`config.mk`:
```
export PLATFORM = sky130hd
export DESIGN_NAME = http_byte_range_parser
export DESIGN_NICKNAME = d
export VERILOG_FILES = /design/src/brp_pkg.sv /design/src/brp_scan.sv /design/src/brp_judge.sv /design/src/http_byte_range_parser.sv
export SDC_FILE = /design/constraint.sdc
export NUM_CORES = 2
export LEC_CHECK = 0
export BUFFER_PORTS_ARGS = -buffer_cell sky130_fd_sc_hd__buf_2
export CORE_UTILIZATION = 59
export DETAILED_ROUTE_END_ITERATION = 12
export HOLD_SLACK_MARGIN = 0.12
export PLACE_DENSITY_LB_ADDON = 0.3
export RECOVER_POWER = 50
export SYNTH_ARGS = -nofsm -noshare
export SYNTH_HDL_FRONTEND = slang
export SYNTH_HIERARCHICAL = 1
export SYNTH_SLANG_ARGS = --single-unit
```
`constraint.sdc`:
```
create_clock -name i_clk -period 10 [get_ports i_clk]
set_input_delay 1 -clock i_clk [delete_from_list [all_inputs] [get_ports i_clk]]
set_output_delay 1 -clock i_clk [all_outputs]
set_load 0.05 [all_outputs]
```
`src/brp_pkg.sv`:
```
`default_nettype none

package brp_pkg;

    // Widths of the item fields
    localparam int DATA_W          = 64;
    localparam int CHAR_W          = 8;
    localparam int POS_W           = 3;
    localparam int BRP_VALUE_BITS  = 64;

    // Prefix "bytes=" is six characters long
    localparam logic [POS_W-1:0] PREFIX_LEN = 3'd6;

    // Characters of interest after the prefix
    localparam logic [CHAR_W-1:0] CH_DASH  = 8'h2D;
    localparam logic [CHAR_W-1:0] CH_COMMA = 8'h2C;
    localparam logic [CHAR_W-1:0] CH_ZERO  = 8'h30;
    localparam logic [CHAR_W-1:0] CH_NINE  = 8'h39;

    // Result status codes
    typedef enum logic [1:0] {
        ST_ABSENT  = 2'd0,
        ST_VALID   = 2'd1,
        ST_INVALID = 2'd2
    } t_brp_status;

    // One input item: a header character
    typedef struct packed {
        logic [CHAR_W-1:0] ch;
        logic              is_last;
        logic              value_absent;
        logic [DATA_W-1:0] rsrc_size;
    } t_brp_in;

    // One result item
    typedef struct packed {
        t_brp_status       status;
        logic [DATA_W-1:0] first_byte;
        logic [DATA_W-1:0] last_byte;
    } t_brp_out;

    // Parser state captured at the last character, handed to the judge stage
    typedef struct packed {
        logic [POS_W-1:0]  prefix_pos;
        logic              dash_seen;
        logic              bad_flag;
        logic              start_has_digits;
        logic              stop_has_digits;
        logic [DATA_W-1:0] start_value;
        logic [DATA_W-1:0] stop_value;
        logic [DATA_W-1:0] rsrc_size;
    } t_brp_snap;

    // Expected character at each prefix position
    function automatic logic [CHAR_W-1:0] prefix_char(input logic [POS_W-1:0] pos);
        logic [CHAR_W-1:0] c;
        unique case (pos)
            3'd0:    c = 8'h62; // b
            3'd1:    c = 8'h79; // y
            3'd2:    c = 8'h74; // t
            3'd3:    c = 8'h65; // e
            3'd4:    c = 8'h73; // s
            3'd5:    c = 8'h3D; // =
            default: c = 8'h00;
        endcase
        return c;
    endfunction

endpackage

`default_nettype wire

```
`src/brp_scan.sv`:
```
`default_nettype none

module brp_scan #(
    parameter int VALUE_BITS = brp_pkg::BRP_VALUE_BITS
) (
    input  wire logic                i_clk,
    input  wire logic                i_rst_n,
    input  wire logic                i_in_valid,
    output logic                     o_in_stall,
    input  wire brp_pkg::t_brp_in    i_in_item,
    output logic                     o_snap_valid,
    input  wire logic                i_snap_stall,
    output brp_pkg::t_brp_snap       o_snap
);
    import brp_pkg::*;

    localparam int WIDE_W = VALUE_BITS + 4;

    // Input register
    logic                  r_in_vld;
    t_brp_in               r_in;

    // Parser state
    logic [POS_W-1:0]      r_prefix_pos, n_prefix_pos;
    logic                  r_dash_seen, n_dash_seen;
    logic                  r_bad_flag, n_bad_flag;
    logic [VALUE_BITS-1:0] r_start_value, n_start_value;
    logic                  r_start_has, n_start_has;
    logic [VALUE_BITS-1:0] r_stop_value, n_stop_value;
    logic                  r_stop_has, n_stop_has;

    // Snapshot register
    logic                  r_snap_vld;
    t_brp_snap             r_snap;

    logic                  w_snap_free;
    logic                  w_proc;
    logic [VALUE_BITS-1:0] w_acc;
    logic [WIDE_W-1:0]     w_wide;
    logic                  w_ovf;
    logic                  w_digit;

    // Handshake: a last item needs a free snapshot slot
    assign w_snap_free  = !r_snap_vld || !i_snap_stall;
    assign w_proc       = r_in_vld && (!r_in.is_last || w_snap_free);
    assign o_in_stall   = r_in_vld && !w_proc;
    assign o_snap_valid = r_snap_vld;
    assign o_snap       = r_snap;

    // Shared decimal accumulate: acc * 10 + digit, overflow if upper bits set
    assign w_acc   = r_dash_seen ? r_stop_value : r_start_value;
    assign w_wide  = (WIDE_W'(w_acc) << 3) + (WIDE_W'(w_acc) << 1)
                   + WIDE_W'(r_in.ch[3:0]);
    assign w_ovf   = |w_wide[WIDE_W-1:VALUE_BITS];
    assign w_digit = (r_in.ch >= CH_ZERO) && (r_in.ch <= CH_NINE);

    // Next parser state for the item held in the input register
    always_comb begin
        n_prefix_pos  = r_prefix_pos;
        n_dash_seen   = r_dash_seen;
        n_bad_flag    = r_bad_flag;
        n_start_value = r_start_value;
        n_start_has   = r_start_has;
        n_stop_value  = r_stop_value;
        n_stop_has    = r_stop_has;
        if (!r_in.value_absent) begin
            priority if (r_prefix_pos < PREFIX_LEN) begin
                if (r_in.ch == prefix_char(r_prefix_pos)) begin
                    n_prefix_pos = r_prefix_pos + 3'd1;
                end else begin
                    n_bad_flag = 1'b1;
                end
            end else if (r_in.ch == CH_DASH) begin
                if (r_dash_seen) begin
                    n_bad_flag = 1'b1;
                end
                n_dash_seen = 1'b1;
            end else if (w_digit) begin
                if (w_ovf) begin
                    n_bad_flag = 1'b1;
                end
                if (r_dash_seen) begin
                    if (!w_ovf) begin
                        n_stop_value = w_wide[VALUE_BITS-1:0];
                    end
                    n_stop_has = 1'b1;
                end else begin
                    if (!w_ovf) begin
                        n_start_value = w_wide[VALUE_BITS-1:0];
                    end
                    n_start_has = 1'b1;
                end
            end else if (r_in.ch == CH_COMMA) begin
                n_bad_flag = 1'b1;
            end else begin
                n_bad_flag = 1'b1;
            end
        end
    end

    // Input register control
    always_ff @(posedge i_clk) begin
        if (!i_rst_n) begin
            r_in_vld <= 1'b0;
        end else if (!r_in_vld || w_proc) begin
            r_in_vld <= i_in_valid;
        end
    end

    // Input register payload
    always_ff @(posedge i_clk) begin
        if (!r_in_vld || w_proc) begin
            r_in <= i_in_item;
        end
    end

    // Parser state: cleared after every last item
    always_ff @(posedge i_clk) begin
        if (!i_rst_n || (w_proc && r_in.is_last)) begin
            r_prefix_pos  <= '0;
            r_dash_seen   <= 1'b0;
            r_bad_flag    <= 1'b0;
            r_start_value <= '0;
            r_start_has   <= 1'b0;
            r_stop_value  <= '0;
            r_stop_has    <= 1'b0;
        end else if (w_proc) begin
            r_prefix_pos  <= n_prefix_pos;
            r_dash_seen   <= n_dash_seen;
            r_bad_flag    <= n_bad_flag;
            r_start_value <= n_start_value;
            r_start_has   <= n_start_has;
            r_stop_value  <= n_stop_value;
            r_stop_has    <= n_stop_has;
        end
    end

    // Snapshot valid
    always_ff @(posedge i_clk) begin
        if (!i_rst_n) begin
            r_snap_vld <= 1'b0;
        end else if (w_snap_free) begin
            r_snap_vld <= w_proc && r_in.is_last;
        end
    end

    // Snapshot payload
    always_ff @(posedge i_clk) begin
        if (w_proc && r_in.is_last) begin
            r_snap.prefix_pos       <= n_prefix_pos;
            r_snap.dash_seen        <= n_dash_seen;
            r_snap.bad_flag         <= n_bad_flag;
            r_snap.start_has_digits <= n_start_has;
            r_snap.stop_has_digits  <= n_stop_has;
            r_snap.start_value      <= DATA_W'(n_start_value);
            r_snap.stop_value       <= DATA_W'(n_stop_value);
            r_snap.rsrc_size        <= r_in.rsrc_size;
        end
    end

    // State is clear after a last item
    a_clear_after_last: assert property (@(posedge i_clk) disable iff (!i_rst_n)
        w_proc && r_in.is_last |=> r_prefix_pos == '0 && !r_dash_seen && !r_bad_flag
                                   && !r_start_has && !r_stop_has)
        else $error("parser state not cleared after last item");

    // Prefix position never passes the prefix length
    a_prefix_bound: assert property (@(posedge i_clk) disable iff (!i_rst_n)
        r_prefix_pos <= PREFIX_LEN)
        else $error("prefix position out of range");

    // Digits are only collected after a complete prefix, end digits after a dash
    a_digits_order: assert property (@(posedge i_clk) disable iff (!i_rst_n)
        (r_start_has || r_stop_has) |-> r_prefix_pos == PREFIX_LEN
                                        && (!r_stop_has || r_dash_seen))
        else $error("digits collected out of order");

endmodule

`default_nettype wire

```
`src/brp_judge.sv`:
```
`default_nettype none

module brp_judge (
    input  wire logic                i_clk,
    input  wire logic                i_rst_n,
    input  wire logic                i_snap_valid,
    output logic                     o_snap_stall,
    input  wire brp_pkg::t_brp_snap  i_snap,
    output logic                     o_out_valid,
    input  wire logic                i_out_stall,
    output brp_pkg::t_brp_out        o_out_item
);
    import brp_pkg::*;

    logic              r_out_vld;
    t_brp_out          r_out;
    t_brp_out          n_out;

    logic [DATA_W-1:0] w_fs_m1;
    logic [DATA_W-1:0] w_fs_less_stop;
    logic              w_stop_lt_fs;
    logic              w_stop_lt_fs_m1;
    logic              w_start_ge_fs;
    logic              w_stop_lt_start;

    // Side computations, all in parallel
    assign w_fs_m1         = i_snap.rsrc_size - DATA_W'(1);
    assign w_fs_less_stop  = i_snap.rsrc_size - i_snap.stop_value;
    assign w_stop_lt_fs    = i_snap.stop_value < i_snap.rsrc_size;
    assign w_stop_lt_fs_m1 = i_snap.stop_value < w_fs_m1;
    assign w_start_ge_fs   = i_snap.start_value >= i_snap.rsrc_size;
    assign w_stop_lt_start = i_snap.stop_value < i_snap.start_value;

    // Verdict on the captured header
    always_comb begin
        n_out.status     = ST_INVALID;
        n_out.first_byte = '0;
        n_out.last_byte  = '0;
        priority if (i_snap.prefix_pos == '0 && !i_snap.bad_flag) begin
            n_out.status = ST_ABSENT;
        end else if (i_snap.bad_flag || i_snap.prefix_pos != PREFIX_LEN
                     || !i_snap.dash_seen || i_snap.rsrc_size == '0) begin
            n_out.status = ST_INVALID;
        end else if (!i_snap.start_has_digits) begin
            // suffix form: final min(N, size) bytes
            if (!i_snap.stop_has_digits || i_snap.stop_value == '0) begin
                n_out.status = ST_INVALID;
            end else begin
                n_out.status     = ST_VALID;
                n_out.first_byte = w_stop_lt_fs ? w_fs_less_stop : '0;
                n_out.last_byte  = w_fs_m1;
            end
        end else if (w_start_ge_fs) begin
            n_out.status = ST_INVALID;
        end else if (i_snap.stop_has_digits && w_stop_lt_start) begin
            n_out.status = ST_INVALID;
        end else begin
            // end clamped to size-1, open end runs to size-1
            n_out.status     = ST_VALID;
            n_out.first_byte = i_snap.start_value;
            n_out.last_byte  = (i_snap.stop_has_digits && w_stop_lt_fs_m1)
                             ? i_snap.stop_value : w_fs_m1;
        end
    end

    assign o_snap_stall = r_out_vld && i_out_stall;
    assign o_out_valid  = r_out_vld;
    assign o_out_item   = r_out;

    // Result register valid
    always_ff @(posedge i_clk) begin
        if (!i_rst_n) begin
            r_out_vld <= 1'b0;
        end else if (!o_snap_stall) begin
            r_out_vld <= i_snap_valid;
        end
    end

    // Result register payload
    always_ff @(posedge i_clk) begin
        if (!o_snap_stall && i_snap_valid) begin
            r_out <= n_out;
        end
    end

    // A valid range is never reversed
    a_range_order: assert property (@(posedge i_clk) disable iff (!i_rst_n)
        r_out_vld && r_out.status == ST_VALID |-> r_out.first_byte <= r_out.last_byte)
        else $error("valid range with first beyond last");

    // Offsets are zero unless the range is valid
    a_zero_offsets: assert property (@(posedge i_clk) disable iff (!i_rst_n)
        r_out_vld && r_out.status != ST_VALID |-> r_out.first_byte == '0
                                                  && r_out.last_byte == '0)
        else $error("offsets set on a non-valid result");

    // A valid range lies inside the resource
    a_in_bounds: assert property (@(posedge i_clk) disable iff (!i_rst_n)
        i_snap_valid && !o_snap_stall && n_out.status == ST_VALID
        |-> n_out.last_byte < i_snap.rsrc_size)
        else $error("range end beyond resource size");

endmodule

`default_nettype wire

```
`src/http_byte_range_parser.sv`:
```
`default_nettype none

// Single byte-range parser for an HTTP Range header value.
// Input channel: one header character per item (i_in_item), with is_last on
// the final character and value_absent for an empty value. rsrc_size is read
// on the last item only. Output channel: one result item per header, carrying
// status (absent, valid, invalid) and the inclusive first/last byte offsets.
// Both channels use valid/stall; an item moves when valid is high and stall
// is low.
// Throughput: one character per cycle, sustained, across header boundaries,
// while the receiver does not stall. The result for a header passes through
// the input register, snapshot register and result register before it is
// presented on o_out_valid; the digit accumulate and the range check each
// fit in one of those register-to-register steps.
// Reset (i_rst_n low at a clock edge) empties all stages and clears the
// parser state. When the receiver stalls, the result register holds; the
// snapshot and input registers keep filling and o_in_stall rises only when a
// last character finds both the snapshot and result registers occupied.
// Ordinary characters are still taken while a result waits.
module http_byte_range_parser #(
    parameter int VALUE_BITS = brp_pkg::BRP_VALUE_BITS
) (
    input  wire logic               i_clk,
    input  wire logic               i_rst_n,
    input  wire logic               i_in_valid,
    output logic                    o_in_stall,
    input  wire brp_pkg::t_brp_in   i_in_item,
    output logic                    o_out_valid,
    input  wire logic               i_out_stall,
    output brp_pkg::t_brp_out       o_out_item
);
    import brp_pkg::*;

    logic      w_snap_valid;
    logic      w_snap_stall;
    t_brp_snap w_snap;

    // Character scan and parser state
    brp_scan #(
        .VALUE_BITS (VALUE_BITS)
    ) u_scan (
        .i_clk        (i_clk),
        .i_rst_n      (i_rst_n),
        .i_in_valid   (i_in_valid),
        .o_in_stall   (o_in_stall),
        .i_in_item    (i_in_item),
        .o_snap_valid (w_snap_valid),
        .i_snap_stall (w_snap_stall),
        .o_snap       (w_snap)
    );

    // Range check and result register
    brp_judge u_judge (
        .i_clk        (i_clk),
        .i_rst_n      (i_rst_n),
        .i_snap_valid (w_snap_valid),
        .o_snap_stall (w_snap_stall),
        .i_snap       (w_snap),
        .o_out_valid  (o_out_valid),
        .i_out_stall  (i_out_stall),
        .o_out_item   (o_out_item)
    );

endmodule

`default_nettype wire
```
==> results.yml <==
worst_setup_path:
  worst_setup_path_end_kind: "register"
  worst_r2r_end: "u_judge/o_out_item[20]$_SDFFCE_PP0P_"
  timing.setup.critical_path_class: "register to register"
  timing.critical_path.cells: "inv_1 > ha_1 > nand2_1 > nor3_1 > nand2_1 > or2_2 > nor2_2 > nand2_1 > nor3_1 > nand4_1 > xnor2_1 > ha_1 > a21o_1 > a21oi_1 > nor2_1 > a2111oi_0 > nor2_1 > a211o_1 > a21oi_1 > o21ai_0 > a21oi_4 > buf_4 > o2bb2ai_1"
  worstPathMaxFanout: 43
  worstPathArrival_ns: 7.15
  worst_path_most_repeated_cell: "nand2_1"
  worstReg2RegStart: "u_scan/o_snap[1]$_DFFE_PP_"
  r2r.worst_path.cells: 23
  critPathRequiredTime_ns: 10.33
  timing.critical_path.slowest_cell_delay_ns: 0.65
  timing.critical_path.from_type: "register"
  critical_path_buf_inv_count: 2
  critPathTopFamily: "simple AND/OR/NAND/NOR gates"
  crit_slowest_cell: "a21oi_4"
  timing.reg2reg.setup_slack_ns: 3.19
run_status:
  violations: "max-capacitance violations, max-slew violations"
  outcome: "finished with violations"
hold_path:
  min-delay-path-class: "register to register"
  hold-path-endpoint: "u_scan/o_snap[39]$_DFFE_PP_"
  holdPathStages: 0
  worst_hold_path_startpoint: "u_scan/r_in[39]$_DFFE_PN_"
floorplanning:
  core_area_sq_um: 60200
  ios: 210
  initial_utilization: 0.595
  dieWidth_um: 249
  fp-row-count: 90
  chipHeight_um: 249
  die_area_sq_um: 61800
clock_tree:
  worst_skew_pair_later_pin_latency_ns: 0.63
  tritoncts: "built"
  clockRootBuffer: "clkbuf_16"
  cts-buffers-inserted: 57
  cts.sink_count: 541
  post_cts_resized: 0
  cts-root-to-sink-buffers: 3
  post_cts.repair.setup_buffers: 0
  h-tree-depth: 2
  clkTransAtPathRegs_ns: 0.07
  hold_buffers: 0
global_route:
  grt_pass1_wl_mm: 159
  via_count_of_the_first_global_routing_pass: 27300
  globalRouteOverflowTotal: 0
  grt_max_degree: 132
  initial_antenna_violation_count: 1
  grtUsageTotal: 0.333
route:
  drcViolationCount: 0
  postRouteAntennaNets: 0
  wl_mm: 105
  wire_per_inst_um: 23.0
  viasPerCell: 6.39
  num_vias: 29200
  drt_pre_antenna_iters: 6
  first_iter_violations: 3236
placed_design:
  gpl.final_weighted_congestion: 1.02
  io_buffers: 209
  hpwlAfterDp_mm: 80.0
  place_worst_setup_slack_ns: 3.41
timing:
  setup_repair_after_global_routing_missed_its_margin: "no"
  fin_crit_sh: 0.681
  finalSetupViolations: 0
  worst_slack_ns: 3.19
  timing.max_slew.rel_slack: -1.39
  tightest_slew_ns: 3.58
  timing.final.crit_period_ns: 6.81
  setup_tns_ns: 0
  finalClockSkew_ns: 0.0259
  maximum_clock_frequency_ghz: 0.147
  timing_hold_violations_final: 0
  final-max-slew-violation-count: 213
pwr:
  leakage_nw: 16.2
  pwr_density_cell_nw_per_um2: 120
  irDropWorstVdd_uv: 112
yosys:
  netlist-cell-type-count: 93
  avg_synthesized_cell_area_sq_um: 9.98
  synth-edff-count: 403
  sequential_fraction_of_the_synthesis_area: 0.414
  yosys_most_used_dff: "edfxtp_1"
  yosys_warnings: 6
  syn_nets: 4066
  syn_area_sq_um: 35900
  number_of_cells_produced_by_synthesis: 3596
  async_reset_ff_frac: 0
  ys_ff_latch: 541
finish:
  post-route-util: 0.649
  n_fill_cell: 4896
  drive_above_1_share: 0.105
  post_layout_net_count: 4206
  area_delta_synth_final_pct: 9.00
job:
  cap_violations: 5
-- final cells by class --
type | instances | area (sq um) | share of cell area
antenna | 1 | 2.50 | 0.0000640
clock buffer | 75 | 1580 | 0.0405
clock inverter | 32 | 236 | 0.00605
inverter | 248 | 938 | 0.0240
multi-input combinational | 2652 | 19400 | 0.497
sequential | 541 | 14900 | 0.380
tap | 782 | 978 | 0.0250
timing repair buffer | 236 | 1070 | 0.0273
-- state kept, by name (all words and copies together), names as in the netlist, 3 cells and up --
register / cells
u_judge/o_out_item: 130
u_scan/o_snap: 199
u_scan/r_in: 74
u_scan/r_prefix_pos: 3
u_scan/r_start_value: 64
u_scan/r_stop_value: 64
-- cells in the final DEF, fill, tap and decap left out, types with 11 or more instances in the layout --
cell | Yosys | routed
a211oi_1 | 20 | 20
a21o_1 | 120 | 120
a21oi_1 | 208 | 208
a22o_1 | 20 | 20
a22oi_1 | 37 | 37
a31oi_1 | 17 | 17
and2_1 | 13 | 11
and3_1 | 30 | 30
buf_2 | 41 | 77
buf_4 | 6 | 23
clkbuf_1 | 82 | 145
clkbuf_16 | 0 | 57
dfxtp_1 | 138 | 137
edfxtp_1 | 403 | 403
ha_1 | 389 | 389
inv_1 | 248 | 247
mux2_1 | 17 | 17
mux2_2 | 138 | 138
mux2_4 | 18 | 18
nand2_1 | 304 | 304
nand2b_1 | 13 | 13
nand3_1 | 164 | 164
nand4_1 | 97 | 97
nor2_1 | 184 | 184
nor2b_1 | 29 | 27
nor3_1 | 51 | 51
nor4_1 | 39 | 39
o211ai_1 | 18 | 18
o21a_1 | 17 | 17
o21ai_0 | 249 | 249
o21ai_1 | 17 | 17
o21bai_1 | 26 | 26
o2bb2ai_1 | 64 | 64
or3_1 | 11 | 11
xnor2_1 | 137 | 137
xor2_1 | 49 | 49
-- kinds of logic (layout without fill, tap and decap cells) --
kind of cell / after synthesis / after routing / share of synthesized area
AOI/OAI and AO/OA: 909 / 909 / 0.166
xor gates and xnor gates: 187 / 187 / 0.0459
adders and majority gates: 392 / 392 / 0.137
buffers and inverters: 403 / 591 / 0.0453
DFF: 541 / 541 / 0.414
muxes: 181 / 181 / 0.0584
other: 0 / 1 / 0
and+or+nand+nor: 983 / 983 / 0.133
-- report_power, final --
| part | total (mW) | switching, mW | leakage (nW) | internal (mW) |
|---|---|---|---|---|
| logic | 0.150 | 0.110 | 10.1 | 0.0398 |
| registers | 2.45 | 0.0212 | 5.19 | 2.43 |
| clock network | 2.08 | 0.910 | 0.891 | 1.17 |
| total | 4.68 | 1.04 | 16.2 | 3.64 |
-- per-stage QoR --
step,power [mW],area [sq um],instances,hold WS [ns]
after floorplan,2.60,35900,3596,0.400
after global placement,2.65,37500,4459,0.401
after detailed placement,2.65,37500,4459,0.405
after CTS,4.71,39300,4566,0.414
after global routing,4.80,39100,4566,0.417
final,4.68,39100,4567,0.416
-- synth_stat cells, types with 17 or more instances --
library cell | number | area, sq um
a211oi_1 | 20 | 150
a21o_1 | 120 | 901
a21oi_1 | 208 | 1040
a22o_1 | 20 | 175
a22oi_1 | 37 | 278
a31oi_1 | 17 | 106
and3_1 | 30 | 188
buf_1 | 19 | 71.3
buf_2 | 41 | 205
clkbuf_1 | 82 | 308
dfxtp_1 | 138 | 2760
edfxtp_1 | 403 | 12100
ha_1 | 389 | 4870
inv_1 | 248 | 931
mux2_1 | 17 | 191
mux2_2 | 138 | 1550
mux2_4 | 18 | 270
nand2_1 | 304 | 1140
nand3_1 | 164 | 821
nand4_1 | 97 | 607
nor2_1 | 184 | 691
nor2b_1 | 29 | 181
nor3_1 | 51 | 255
nor4_1 | 39 | 244
o211ai_1 | 18 | 135
o21a_1 | 17 | 128
o21ai_0 | 249 | 1250
o21ai_1 | 17 | 85.1
o21bai_1 | 26 | 195
o2bb2ai_1 | 64 | 561
xnor2_1 | 137 | 1200
xor2_1 | 49 | 429
-- worst reg2reg max path, cell delays in order, from the launching register on --
cell	delay (ns)
edfxtp_1	0.48
inv_1	0.15
ha_1	0.21
nand2_1	0.11
nor3_1	0.37
nand2_1	0.21
or2_2	0.38
nor2_2	0.30
nand2_1	0.26
nor3_1	0.43
nand4_1	0.17
xnor2_1	0.22
ha_1	0.28
a21o_1	0.16
a21oi_1	0.14
nor2_1	0.06
a2111oi_0	0.39
nor2_1	0.09
a211o_1	0.23
a21oi_1	0.15
o21ai_0	0.26
a21oi_4	0.65
buf_4	0.59
o2bb2ai_1	0.23
-- layer usage --
layer,vias to the layer above,global-route usage,wire (um)
met5,-,0,0
met2,1399,0.498,45000
li1,13600,-,-
met1,14000,0.484,46200
met3,217,0.0580,10100
met4,0,0.119,3900
-- worst max path at each step --
stage / from / slack, ns / depth (start not counted) / endpoint
after floorplan: i_out_stall / 2.42 / 2 / u_judge/o_out_item[0]$_SDFFCE_PP0P_
after global placement: u_scan/o_snap[0]$_DFFE_PP_ / 3.62 / 23 / u_judge/o_out_item[14]$_SDFFCE_PP0P_
after detailed placement: u_scan/o_snap[1]$_DFFE_PP_ / 3.41 / 23 / u_judge/o_out_item[22]$_SDFFCE_PP0P_
after CTS: u_scan/o_snap[1]$_DFFE_PP_ / 3.39 / 23 / u_judge/o_out_item[0]$_SDFFCE_PP0P_
after global routing: u_scan/o_snap[1]$_DFFE_PP_ / 2.66 / 23 / u_judge/o_out_item[0]$_SDFFCE_PP0P_
final: u_scan/o_snap[1]$_DFFE_PP_ / 3.19 / 23 / u_judge/o_out_item[20]$_SDFFCE_PP0P_
(Power assumes the default switching activity.)
